`config.mk`:
```
export PLATFORM = sky130hd
export DESIGN_NAME = admm_box_projection_dual_update
export DESIGN_NICKNAME = d
export VERILOG_FILES = /design/src/abpdu_pkg.sv /design/src/abpdu_update.sv /design/src/admm_box_projection_dual_update.sv
export SDC_FILE = /design/constraint.sdc
export NUM_CORES = 2
export LEC_CHECK = 0
export ABC_AREA = 1
export ABC_CLOCK_PERIOD_IN_PS = 28100
export BUFFER_PORTS_ARGS = -buffer_cell sky130_fd_sc_hd__buf_2
export CAP_MARGIN = 15
export CORE_MARGIN = 5
export CORE_UTILIZATION = 65
export DETAILED_ROUTE_END_ITERATION = 10
export PLACE_DENSITY_LB_ADDON = 0.08
export SYNTH_ARGS = -nofsm -noshare
export SYNTH_HDL_FRONTEND = slang
export SYNTH_HIERARCHICAL = 1
export SYNTH_SLANG_ARGS = --single-unit
```
`constraint.sdc`:
```
create_clock -name clk_i -period 28.1 [get_ports clk_i]
set_input_delay 1.405 -clock clk_i [delete_from_list [all_inputs] [get_ports clk_i]]
set_output_delay 1.405 -clock clk_i [all_outputs]
set_load 0.02 [all_outputs]
```
`src/abpdu_pkg.sv`:
```
// Package for the ADMM box projection and dual update block.
// Holds the data width, parameter defaults, register and status codes, the
// stored entry and update result types, and the saturation helpers.
package abpdu_pkg;

  // Fixed field widths of the datapath.
  localparam int unsigned DATA_WIDTH = 16;
  localparam int unsigned RES_WIDTH  = 16;
  localparam int unsigned CFG_WIDTH  = 64;
  localparam int unsigned CFG_IDX_W  = 3;
  localparam int unsigned BOUND_NUM  = 4;
  localparam int unsigned FRAC_BITS  = 12;

  // Defaults for the top-level parameters.
  localparam int unsigned HORIZON_STEPS_DEFAULT = 16;
  localparam int unsigned MAX_INPUTS_DEFAULT    = 4;

  // Configuration register indexes.
  typedef enum logic [CFG_IDX_W-1:0] {
    CfgLowerBounds = 3'd0,
    CfgUpperBounds = 3'd1,
    CfgPenaltyRho  = 3'd2,
    CfgTolPrimal   = 3'd3,
    CfgTolDual     = 3'd4,
    CfgDivLimit    = 3'd5
  } cfg_idx_e;

  // Termination status codes.
  typedef enum logic [1:0] {
    StUnsolved  = 2'd0,
    StSolved    = 2'd1,
    StDiverging = 2'd2
  } status_e;

  // One stored entry: dual and slack of one horizon step and channel.
  typedef struct packed {
    logic signed [DATA_WIDTH-1:0] dual;
    logic signed [DATA_WIDTH-1:0] slack;
  } entry_t;

  // Result of one element update.
  typedef struct packed {
    entry_t                 entry;
    logic [RES_WIDTH-1:0]   primal_res;
    logic [RES_WIDTH-1:0]   dual_res;
  } upd_t;

  // Saturate a sum of two data words to the signed data range.
  function automatic logic signed [DATA_WIDTH-1:0] sat_data(
    input logic signed [DATA_WIDTH:0] v
  );
    logic signed [DATA_WIDTH-1:0] r;
    if (v[DATA_WIDTH] != v[DATA_WIDTH-1]) begin
      r = v[DATA_WIDTH] ? {1'b1, {(DATA_WIDTH-1){1'b0}}} : {1'b0, {(DATA_WIDTH-1){1'b1}}};
    end else begin
      r = v[DATA_WIDTH-1:0];
    end
    return r;
  endfunction

  // Magnitude of a difference of two data words; it always fits the word.
  function automatic logic [RES_WIDTH-1:0] abs_mag(
    input logic signed [DATA_WIDTH:0] v
  );
    logic signed [DATA_WIDTH:0] n;
    n = -v;
    return v[DATA_WIDTH] ? RES_WIDTH'(n) : RES_WIDTH'(v);
  endfunction

endpackage

```
`src/abpdu_update.sv`:
```
// Element update of the box projection: adds the control value to the dual,
// clamps to the bounds, forms the new dual and both residual magnitudes.
// Depends on abpdu_pkg.
module abpdu_update (
  input  abpdu_pkg::entry_t                         old_i,
  input  logic signed [abpdu_pkg::DATA_WIDTH-1:0]   u_i,
  input  logic signed [abpdu_pkg::DATA_WIDTH-1:0]   lo_i,
  input  logic signed [abpdu_pkg::DATA_WIDTH-1:0]   hi_i,
  output abpdu_pkg::upd_t                           upd_o
);
  import abpdu_pkg::*;

  logic signed [DATA_WIDTH:0]   sum;
  logic signed [DATA_WIDTH:0]   diff;
  logic signed [DATA_WIDTH:0]   pdiff;
  logic signed [DATA_WIDTH:0]   ddiff;
  logic signed [DATA_WIDTH-1:0] s_sat;
  logic signed [DATA_WIDTH-1:0] z_new;

  // Saturated sum, clamp (lower first, then upper) and the residual differences.
  always_comb begin
    sum   = {old_i.dual[DATA_WIDTH-1], old_i.dual} + {u_i[DATA_WIDTH-1], u_i};
    s_sat = sat_data(sum);
    z_new = (s_sat < lo_i) ? lo_i : s_sat;
    if (z_new > hi_i) begin
      z_new = hi_i;
    end
    diff  = {s_sat[DATA_WIDTH-1], s_sat} - {z_new[DATA_WIDTH-1], z_new};
    pdiff = {u_i[DATA_WIDTH-1], u_i} - {z_new[DATA_WIDTH-1], z_new};
    ddiff = {z_new[DATA_WIDTH-1], z_new} - {old_i.slack[DATA_WIDTH-1], old_i.slack};

    upd_o.entry.dual  = sat_data(diff);
    upd_o.entry.slack = z_new;
    upd_o.primal_res  = abs_mag(pdiff);
    upd_o.dual_res    = abs_mag(ddiff);
  end

endmodule

```
`src/admm_box_projection_dual_update.sv`:
```
// ADMM box projection and dual update: slack/dual store, residual tracking
// and termination check. Depends on abpdu_pkg and abpdu_update.
//
// Usage. One control element enters per input beat (valid/ready), tagged with
// its horizon step, channel and pass markers. Each beat produces exactly one
// output beat carrying the new slack, the new dual, the running residual
// maxima and the latched solve status. Configuration registers are written
// through a plain write port (enable, index, data) while the block is idle.
//
// Timing. The slack and dual of every entry sit in one synchronous memory.
// An element reads its entry on acceptance, is updated and written back as it
// leaves stage 1, and its result passes through stage 2 into the output
// register. Back-to-back elements on the same entry are served by a
// forwarding path, so one element is accepted every cycle while the output is not stalled.
//
// Reset. The memory is cleared by a sweep over all HORIZON_STEPS * MAX_INPUTS
// entries (64 by default), during which in_ready_o stays low.
// When the receiver stalls, the output beat holds, the two inner stages still
// fill, and in_ready_o drops once they are full.
module admm_box_projection_dual_update #(
  parameter int unsigned HORIZON_STEPS = abpdu_pkg::HORIZON_STEPS_DEFAULT,
  parameter int unsigned MAX_INPUTS    = abpdu_pkg::MAX_INPUTS_DEFAULT
) (
  input  logic                                     clk_i,
  input  logic                                     rst_ni,
  // Configuration write port.
  input  logic                                     cfg_we_i,
  input  logic [abpdu_pkg::CFG_IDX_W-1:0]          cfg_idx_i,
  input  logic [abpdu_pkg::CFG_WIDTH-1:0]          cfg_wdata_i,
  // Input channel.
  input  logic                                     in_valid_i,
  output logic                                     in_ready_o,
  input  logic signed [abpdu_pkg::DATA_WIDTH-1:0]  control_value_i,
  input  logic [3:0]                               step_index_i,
  input  logic [1:0]                               channel_i,
  input  logic                                     first_of_pass_i,
  input  logic                                     last_of_pass_i,
  input  logic                                     check_now_i,
  // Output channel.
  output logic                                     out_valid_o,
  input  logic                                     out_ready_i,
  output logic signed [abpdu_pkg::DATA_WIDTH-1:0]  slack_value_o,
  output logic signed [abpdu_pkg::DATA_WIDTH-1:0]  dual_value_o,
  output logic [abpdu_pkg::RES_WIDTH-1:0]          primal_residual_o,
  output logic [abpdu_pkg::RES_WIDTH-1:0]          dual_residual_o,
  output logic [1:0]                               solve_status_o,
  output logic                                     pass_done_o
);
  import abpdu_pkg::*;

  localparam int unsigned DEPTH    = HORIZON_STEPS * MAX_INPUTS;
  localparam int unsigned AW       = (DEPTH > 1) ? $clog2(DEPTH) : 1;
  localparam int unsigned SW       = (HORIZON_STEPS > 1) ? $clog2(HORIZON_STEPS) : 1;
  localparam int unsigned STEP_NUM = 16;
  localparam int unsigned PROD_W   = 2 * RES_WIDTH;

  // Configuration registers.
  logic [CFG_WIDTH-1:0] lower_bounds_q, upper_bounds_q;
  logic [RES_WIDTH-1:0] rho_q, tol_primal_q, tol_dual_q, div_limit_q;

  // Clearing sweep after reset.
  logic          clearing_q;
  logic [AW-1:0] clr_addr_q;

  // Stage 1: entry read, waiting for update.
  logic                          s1_valid_q;
  logic [AW-1:0]                 s1_addr_q;
  logic [1:0]                    s1_ch_q;
  logic signed [DATA_WIDTH-1:0]  s1_u_q;
  logic                          s1_first_q, s1_last_q, s1_check_q;
  entry_t                        rdata_q;
  logic                          fwd_hit_q;
  entry_t                        fwd_q;

  // Stage 2: updated element, waiting for residual tracking.
  logic  s2_valid_q;
  upd_t  s2_upd_q;
  logic  s2_first_q, s2_last_q, s2_check_q;

  // Output register and pass state.
  logic                          out_valid_q;
  logic signed [DATA_WIDTH-1:0]  out_slack_q, out_dual_q;
  logic [RES_WIDTH-1:0]          out_pres_q, out_dres_q;
  logic                          out_last_q;
  logic [RES_WIDTH-1:0]          primal_max_q, dual_max_q;
  status_e                       status_q;

  // Handshake and advance conditions.
  logic out_free, s2_ready, s1_ready, s1_adv, s2_adv, in_acc;

  always_comb begin
    out_free = !out_valid_q || out_ready_i;
    s2_ready = !s2_valid_q || out_free;
    s1_ready = !s1_valid_q || s2_ready;
    s1_adv   = s1_valid_q && s2_ready;
    s2_adv   = s2_valid_q && out_free;
    in_acc   = in_valid_i && in_ready_o;
  end

  assign in_ready_o = s1_ready && !clearing_q;

  // Wrap step and channel to the store dimensions through small tables.
  logic [SW-1:0] step_wrap_tbl [STEP_NUM];
  logic [1:0]    ch_wrap_tbl   [BOUND_NUM];

  for (genvar g = 0; g < STEP_NUM; g++) begin : g_step_wrap
    assign step_wrap_tbl[g] = SW'(g % HORIZON_STEPS);
  end
  for (genvar g = 0; g < BOUND_NUM; g++) begin : g_ch_wrap
    assign ch_wrap_tbl[g] = 2'(g % MAX_INPUTS);
  end

  logic [1:0]    in_ch;
  logic [AW-1:0] rd_addr;

  always_comb begin
    in_ch   = ch_wrap_tbl[channel_i];
    rd_addr = AW'(step_wrap_tbl[step_index_i]) * AW'(MAX_INPUTS) + AW'(in_ch);
  end

  // Configuration writes; indexes past the list are ignored.
  always_ff @(posedge clk_i or negedge rst_ni) begin
    if (!rst_ni) begin
      lower_bounds_q <= '0;
      upper_bounds_q <= '0;
      rho_q          <= RES_WIDTH'(4096);
      tol_primal_q   <= RES_WIDTH'(4);
      tol_dual_q     <= RES_WIDTH'(4);
      div_limit_q    <= '1;
    end else if (cfg_we_i) begin
      unique case (cfg_idx_i)
        CfgLowerBounds: lower_bounds_q <= cfg_wdata_i;
        CfgUpperBounds: upper_bounds_q <= cfg_wdata_i;
        CfgPenaltyRho:  rho_q          <= cfg_wdata_i[RES_WIDTH-1:0];
        CfgTolPrimal:   tol_primal_q   <= cfg_wdata_i[RES_WIDTH-1:0];
        CfgTolDual:     tol_dual_q     <= cfg_wdata_i[RES_WIDTH-1:0];
        CfgDivLimit:    div_limit_q    <= cfg_wdata_i[RES_WIDTH-1:0];
        default: ;
      endcase
    end
  end

  // Clearing sweep, one entry per cycle.
  always_ff @(posedge clk_i or negedge rst_ni) begin
    if (!rst_ni) begin
      clearing_q <= 1'b1;
      clr_addr_q <= '0;
    end else if (clearing_q) begin
      if (clr_addr_q == AW'(DEPTH - 1)) begin
        clearing_q <= 1'b0;
      end else begin
        clr_addr_q <= clr_addr_q + AW'(1);
      end
    end
  end

  // Stage 1 update: pick the forwarded entry when the previous element wrote
  // the same entry on the edge this one was read.
  entry_t                       s1_old;
  logic signed [DATA_WIDTH-1:0] s1_lo, s1_hi;
  upd_t                         s1_upd;

  always_comb begin
    s1_old = fwd_hit_q ? fwd_q : rdata_q;
    s1_lo  = lower_bounds_q[s1_ch_q * DATA_WIDTH +: DATA_WIDTH];
    s1_hi  = upper_bounds_q[s1_ch_q * DATA_WIDTH +: DATA_WIDTH];
  end

  abpdu_update u_update (
    .old_i (s1_old),
    .u_i   (s1_u_q),
    .lo_i  (s1_lo),
    .hi_i  (s1_hi),
    .upd_o (s1_upd)
  );

  // Store write port: the clearing sweep or the stage 1 write-back.
  logic          mem_we;
  logic [AW-1:0] mem_waddr;
  entry_t        mem_wdata;

  always_comb begin
    mem_we    = clearing_q || s1_adv;
    mem_waddr = clearing_q ? clr_addr_q : s1_addr_q;
    mem_wdata = clearing_q ? entry_t'('0) : s1_upd.entry;
  end

  // Slack and dual store with registered read.
  entry_t mem [DEPTH];

  always_ff @(posedge clk_i) begin
    if (mem_we) begin
      mem[mem_waddr] <= mem_wdata;
    end
    if (in_acc) begin
      rdata_q <= mem[rd_addr];
    end
  end

  // Stage 1 registers, loaded on acceptance.
  always_ff @(posedge clk_i or negedge rst_ni) begin
    if (!rst_ni) begin
      s1_valid_q <= 1'b0;
      fwd_hit_q  <= 1'b0;
    end else begin
      if (in_acc) begin
        s1_valid_q <= 1'b1;
        fwd_hit_q  <= s1_adv && (s1_addr_q == rd_addr);
      end else if (s1_adv) begin
        s1_valid_q <= 1'b0;
      end
    end
  end

  always_ff @(posedge clk_i) begin
    if (in_acc) begin
      s1_addr_q  <= rd_addr;
      s1_ch_q    <= in_ch;
      s1_u_q     <= control_value_i;
      s1_first_q <= first_of_pass_i;
      s1_last_q  <= last_of_pass_i;
      s1_check_q <= check_now_i;
      fwd_q      <= s1_upd.entry;
    end
  end

  // Stage 2 registers.
  always_ff @(posedge clk_i or negedge rst_ni) begin
    if (!rst_ni) begin
      s2_valid_q <= 1'b0;
    end else if (s2_ready) begin
      s2_valid_q <= s1_valid_q;
    end
  end

  always_ff @(posedge clk_i) begin
    if (s1_adv) begin
      s2_upd_q   <= s1_upd;
      s2_first_q <= s1_first_q;
      s2_last_q  <= s1_last_q;
      s2_check_q <= s1_check_q;
    end
  end

  // Running maxima, rho scaling on the last element and termination check.
  logic [RES_WIDTH-1:0] pm_base, dm_base, pm_new, dm_new, dual_scaled, dres_out;
  logic [PROD_W-1:0]    prod;
  status_e              status_d;

  always_comb begin
    pm_base  = s2_first_q ? '0 : primal_max_q;
    dm_base  = s2_first_q ? '0 : dual_max_q;
    pm_new   = (s2_upd_q.primal_res > pm_base) ? s2_upd_q.primal_res : pm_base;
    dm_new   = (s2_upd_q.dual_res > dm_base) ? s2_upd_q.dual_res : dm_base;
    prod     = PROD_W'(dm_new) * PROD_W'(rho_q);
    dual_scaled = (|prod[PROD_W-1:RES_WIDTH+FRAC_BITS]) ? '1
                : prod[RES_WIDTH+FRAC_BITS-1:FRAC_BITS];
    dres_out = s2_last_q ? dual_scaled : dm_new;
    status_d = status_q;
    if (s2_last_q && s2_check_q) begin
      priority if (pm_new > div_limit_q || dual_scaled > div_limit_q) begin
        status_d = StDiverging;
      end else if (pm_new < tol_primal_q && dual_scaled < tol_dual_q) begin
        status_d = StSolved;
      end else begin
        status_d = StUnsolved;
      end
    end
  end

  // Output register and pass state.
  always_ff @(posedge clk_i or negedge rst_ni) begin
    if (!rst_ni) begin
      out_valid_q  <= 1'b0;
      primal_max_q <= '0;
      dual_max_q   <= '0;
      status_q     <= StUnsolved;
    end else begin
      if (out_free) begin
        out_valid_q <= s2_valid_q;
      end
      if (s2_adv) begin
        primal_max_q <= pm_new;
        dual_max_q   <= dm_new;
        status_q     <= status_d;
      end
    end
  end

  always_ff @(posedge clk_i) begin
    if (s2_adv) begin
      out_slack_q <= s2_upd_q.entry.slack;
      out_dual_q  <= s2_upd_q.entry.dual;
      out_pres_q  <= pm_new;
      out_dres_q  <= dres_out;
      out_last_q  <= s2_last_q;
    end
  end

  assign out_valid_o       = out_valid_q;
  assign slack_value_o     = out_slack_q;
  assign dual_value_o      = out_dual_q;
  assign primal_residual_o = out_pres_q;
  assign dual_residual_o   = out_dres_q;
  assign solve_status_o    = status_q;
  assign pass_done_o       = out_last_q;

endmodule
```
== Word level (Yosys, flattened, before mapping) ==
Memories as Yosys holds them, arrays and structs flattened. A register that Yosys moved wholly into a read port is not among the register bits.
Index checks and enable logic that the tools add are counted.
Widths: inputs -> output; s select.

* Bits in registers: 428
* Memory bits (writable): 2048
* ROM bits: 64
* Bits of input ports: 97
* Memories: 2

{| class="wikitable"
|+ Memories
! name !! depth !! width !! read ports !! clocked after Yosys merged registers in !! write ports !! line !! RTL
|-
| mem || 64 || 32 || 1 || 1 || 1 || admm_box_projection_dual_update.sv:189 || <nowiki>entry_t mem [DEPTH];</nowiki>
|-
| (name not given) || 16 || 4 || 1 || 0 || 0 || admm_box_projection_dual_update.sv:118 || <nowiki>rd_addr = AW'(step_wrap_tbl[step_index_i]) * AW'(MAX_INPUTS) + AW'(in_ch);</nowiki>
|}

* $add $sub $neg: 8
* Multiply operators: 1
* Order comparisons: 10
* Equal/unequal tests: 9
* Shift operators: 2
* Multiplexer cells: 30
* Bitwise gates (word level): 3
* Reductions and logical operators: 27

{| class="wikitable"
|+ Operators with widths
! operator !! count
|-
| $mux 16 || 14
|-
| $shiftx 64x7->16 || 2
|-
| $gt 16x16->1 || 5
|-
| $mux 32 || 2
|-
| $sub 16x16->17 || 3
|-
| $lt 16x16->1 || 3
|-
| $mul 16x16->32 || 1
|-
| $neg 16->16 || 2
|-
| $add 16x16->17 || 1
|-
| $reduce_and 2->1 || 8
|-
| $mux 4 || 2
|-
| $logic_and 1x1->1 || 7
|-
| $mux 1 || 7
|-
| $add 6x1->6 const B || 1
|-
| $add 6x2->6 || 1
|-
| $eq 3x2->1 const B || 2
|-
| $eq 3x3->1 const B || 2
|-
| $eq 6x6->1 || 1
|-
| $eq 6x6->1 const B || 1
|-
| $mux 2 || 3
|-
| $mux 6 || 1
|-
| $ge 5x5->1 const B || 1
|-
| $logic_or 1x1->1 || 5
|-
| $not 4->5 || 1
|-
| other kinds (10) || 14
|}

== Logic depth before layout (Yosys ltp) ==
* Depth after elaboration: 12
* Mapped depth: 73

== Modules after synthesis ==
The synthesis kept the hierarchy.

{| class="wikitable"
|+ Modules (own cells, without submodules)
! module !! times used !! cells an instance !! area each (um^2) !! seq. area each (um^2)
|-
| admm_box_projection_dual_update || 1 || 8903 || 107670.8 || 74091.1
|-
| abpdu_update || 1 || 977 || 5542.8 || 0.0
|}

== Worst setup path after synthesis ==
Ideal clock, no wire load.

* Path kind: register -> register
* From: register fwd_hit_q
* To: memory mem[0][30] (netlist bit), data pin
* Arrival: 10.282 ns
* Data required time: 27.601 ns
* Path slack: 17.319 ns
* Stages on the path, launching flop included: 62
* Path buffers: 5
* Cell sequence: dfrtp_1 clkbuf_1 clkbuf_1 mux2_2 ha_1 inv_1 nor3_1 nand2_1 o211ai_1 nand2_1 nand3_1 o21ai_0 o21ai_0 nand2_1 nand2_1 a21oi_1 o21bai_1 xor2_1 [26 not listed] inv_1 clkbuf_1 nand2_1 nand2_1 ha_1 inv_1 fa_1 a21oi_1 o21bai_1 nand2_1 o311ai_0 a31oi_1 o21ai_0 a21oi_1 xor2_1 o21ai_0 inv_1 nor2_1

{| class="wikitable"
|+ RTL lines
! item !! line !! RTL
|-
| from (decl) || admm_box_projection_dual_update.sv:72 || <nowiki>logic fwd_hit_q;</nowiki>
|-
| from (signal assigned) || admm_box_projection_dual_update.sv:208 || <nowiki>fwd_hit_q <= s1_adv && (s1_addr_q == rd_addr);</nowiki>
|-
| to (decl) || admm_box_projection_dual_update.sv:189 ||
|}

==> flow_summary.json <==
{
  "status": "finished, final reports clean",
  "post-route-period-util_pct": 44.6,
  "syn_nets": 10500,
  "die_h_um": 427,
  "netlist_top_cells_area": "edfxtp_1, o21ai_0, nor2_1",
  "hpwlAfterDp_um": 193000,
  "clkLatencyLatePin_ps": 900,
  "setup_viol": 0,
  "via_per_inst": 6.44,
  "path_clk_slew_ps": 60,
  "async_reset_ff_share_pct": 9.46,
  "crit_slowest_cell": "nand2_4",
  "fillers": 11800,
  "fin_tns_setup_ps": 0,
  "drt.antenna.violating_nets": 0,
  "post_cts_buffers": 0,
  "r2r-start": "fwd_hit_q",
  "grt_max_degree": 197,
  "layout-drive-gt1-share_pct": 8.84,
  "nets": 10500,
  "start_util_pct": 65.2,
  "rr_worst_depth": 57,
  "drt_iter0_markers": 10800,
  "synth_area_mm2": 0.113,
  "wl_per_cell_um": 26.8,
  "maxCapViolations": 0,
  "synth_ff_type": "edfxtp_1",
  "layout_common_cells": "edfxtp_1, nor2_1, o21ai_0",
  "final.setup_skew_ps": 81.9,
  "ys_seq_area_share_pct": 65.4,
  "highest_layer": "met5",
  "worstPathMaxFanout": 64,
  "hp-class": "reg -> reg",
  "coreArea_mm2": 0.174,
  "drcViolationCount": 0,
  "grt_pass1_wl_um": 488000,
  "r2r_slack_ps": 15570,
  "hold_violations": 0,
  "startpoint_type": "register",
  "syn_area_per_cell_um2": 11.5,
  "root_buffer": "clkbuf_16",
  "dieWidth_um": 427,
  "ys_types": 60,
  "track_usage_pct": 36.2,
  "min_period_ps": 12530,
  "tightest_slew_ps": 1290,
  "synth-seq-cells": 2506,
  "required_ps": 28620,
  "yosysWarningCount": 6,
  "critPathCaptureType": "register",
  "min_from": "s1_check_q",
  "met1_length_um": 124000,
  "cts_inserted_buffers": 238,
  "yosys.area.top_type": "edfxtp_1",
  "clk_path_buf_depth": 3,
  "path_class": "reg -> reg",
  "num_vias": 80000,
  "cp.arrival_ps": 13060,
  "wl_met3_um": 36000,
  "cts_tree": "yes",
  "routed_wl_um": 332000,
  "r2r-end": "mem[41][25]",
  "synth_edf_count": 2269,
  "relSlewSlack_pct": 13.1,
  "syn_to_final_growth_pct": 10.3,
  "min_to": "s2_check_q",
  "dr.pass1.iters": 6,
  "synthCells": 9880,
  "path_common_cell": "nand2_1",
  "cts.sinks": 2506,
  "drv_slew": 0,
  "grt_pass1_vias": 76500,
  "final_common_cell": "edfxtp_1",
  "synth_top_area_share_pct": 60.2,
  "rows": 153,
  "route.met2.wl_um": 155000,
  "cp_slowest_stage_delay_ps": 640,
  "die-area_mm2": 0.183,
  "antenna_found_initial": 21,
  "whs_path_depth": 0,
  "rsz0062_at_grt": "false",
  "io_buffer_count": 165,
  "htree_num_levels": 4,
  "cts_hold_buf": 0,
  "cts_resized": 0,
  "overflow": 0,
  "max_freq_mhz": 79.8,
  "place_congestion": 0.948,
  "pin_count": 166
}
-- sequential cells by signal, indices dropped and copies added (netlist names), 32 cells and up --
name            cells
lower_bounds_q     64
mem              2048
rdata_q            32
upper_bounds_q     64
fwd_q              32
s2_upd_q           64
-- Yosys cell counts (all sizes together) (4+ instances only) --
| master | instances |
|---|---|
| o32ai | 27 |
| nor2 | 1775 |
| ha | 295 |
| dfrtp | 217 |
| o22ai | 666 |
| fa | 197 |
| o31ai | 4 |
| o211ai | 4 |
| nor4 | 8 |
| o21a | 8 |
| nand2 | 918 |
| buf | 56 |
| a31oi | 10 |
| mux2 | 32 |
| clkinv | 10 |
| o21bai | 7 |
| nor3 | 29 |
| clkbuf | 521 |
| xnor2 | 26 |
| a211oi | 7 |
| or2 | 20 |
| inv | 616 |
| a21oi | 165 |
| edfxtp | 2269 |
| dfstp | 20 |
| o221ai | 12 |
| xor2 | 63 |
| nand3b | 7 |
| nand4 | 20 |
| o21ai | 1699 |
| nand3 | 153 |
-- area by class of cell --
| cell class | instances | area, um^2 | share of cell area, % |
|---|---|---|---|
| Timing Repair Buffer | 342 | 2300 | 1.85 |
| Multi-Input combinational cell | 6171 | 35300 | 28.3 |
| Antenna cell | 11 | 27.5 | 0.0220 |
| Sequential cell | 2506 | 74100 | 59.3 |
| Tap cell | 2325 | 2910 | 2.33 |
| Clock inverter | 141 | 1450 | 1.16 |
| Inverter | 626 | 2380 | 1.90 |
| Clock buffer | 294 | 6380 | 5.11 |
-- logic make-up (layout without fill, tap and decap cells) --
kind of cell	after synthesis	after routing	synth area share, %
adder cells (fa/ha/maj)	492	492	6.74
XOR/XNOR	89	89	0.689
AND/OR/NAND/NOR	2932	2932	10.2
flip-flops	2506	2506	65.4
multiplexers	32	32	0.318
buffers and inverters	1203	1403	4.04
AO/OA/AOI/OAI	2626	2626	12.6
other	0	11	0
-- critical path, delay by kind of cell, from the launching register on --
kind                     cells  cell delay [ps]
XOR/XNOR                     1              210
adder cells (fa/ha/maj)      6             1920
buffers and inverters        9             1640
flip-flops                   1              420
multiplexers                 1              390
AND/OR/NAND/NOR             23             4320
AO/OA/AOI/OAI               17             3130
-- worst max path at each step --
stage / cells past startpoint / end / startpoint / slack [ps]
final: 57 / mem[41][25] / fwd_hit_q / 15570
after global routing: 59 / mem[31][29] / fwd_hit_q / 14420
after CTS: 59 / mem[27][29] / fwd_hit_q / 15580
after detailed placement: 59 / mem[44][29] / fwd_hit_q / 15630
after global placement: 57 / mem[37][25] / fwd_hit_q / 15670
after floorplan: 61 / mem[0][30] / fwd_hit_q / 17320
-- metrics by stage --
step / worst slack [ps] / util, % / instance area, um^2 / std cells / hold WS, ps
after detailed placement: 15630 / 67.4 / 117000 / 12000 / 406
after global placement: 15670 / 67.4 / 117000 / 12000 / 401
after floorplan: 17320 / - / 113000 / 9880 / 400
after global routing: 14420 / 71.9 / 125000 / 12400 / 426
final: 15570 / 71.9 / 125000 / 12400 / 419
after CTS: 15580 / 71.9 / 125000 / 12400 / 418
-- per-layer routing --
layer	GRT usage, %	vias to the layer above
met5	0	-
met4	16.9	12
met3	6.68	882
met2	57.9	4808
met1	48.9	39200
li1	-	35100
Power is not shown: default switching activity piles up to over one toggle a cycle in this logic, so the estimate is an artifact.
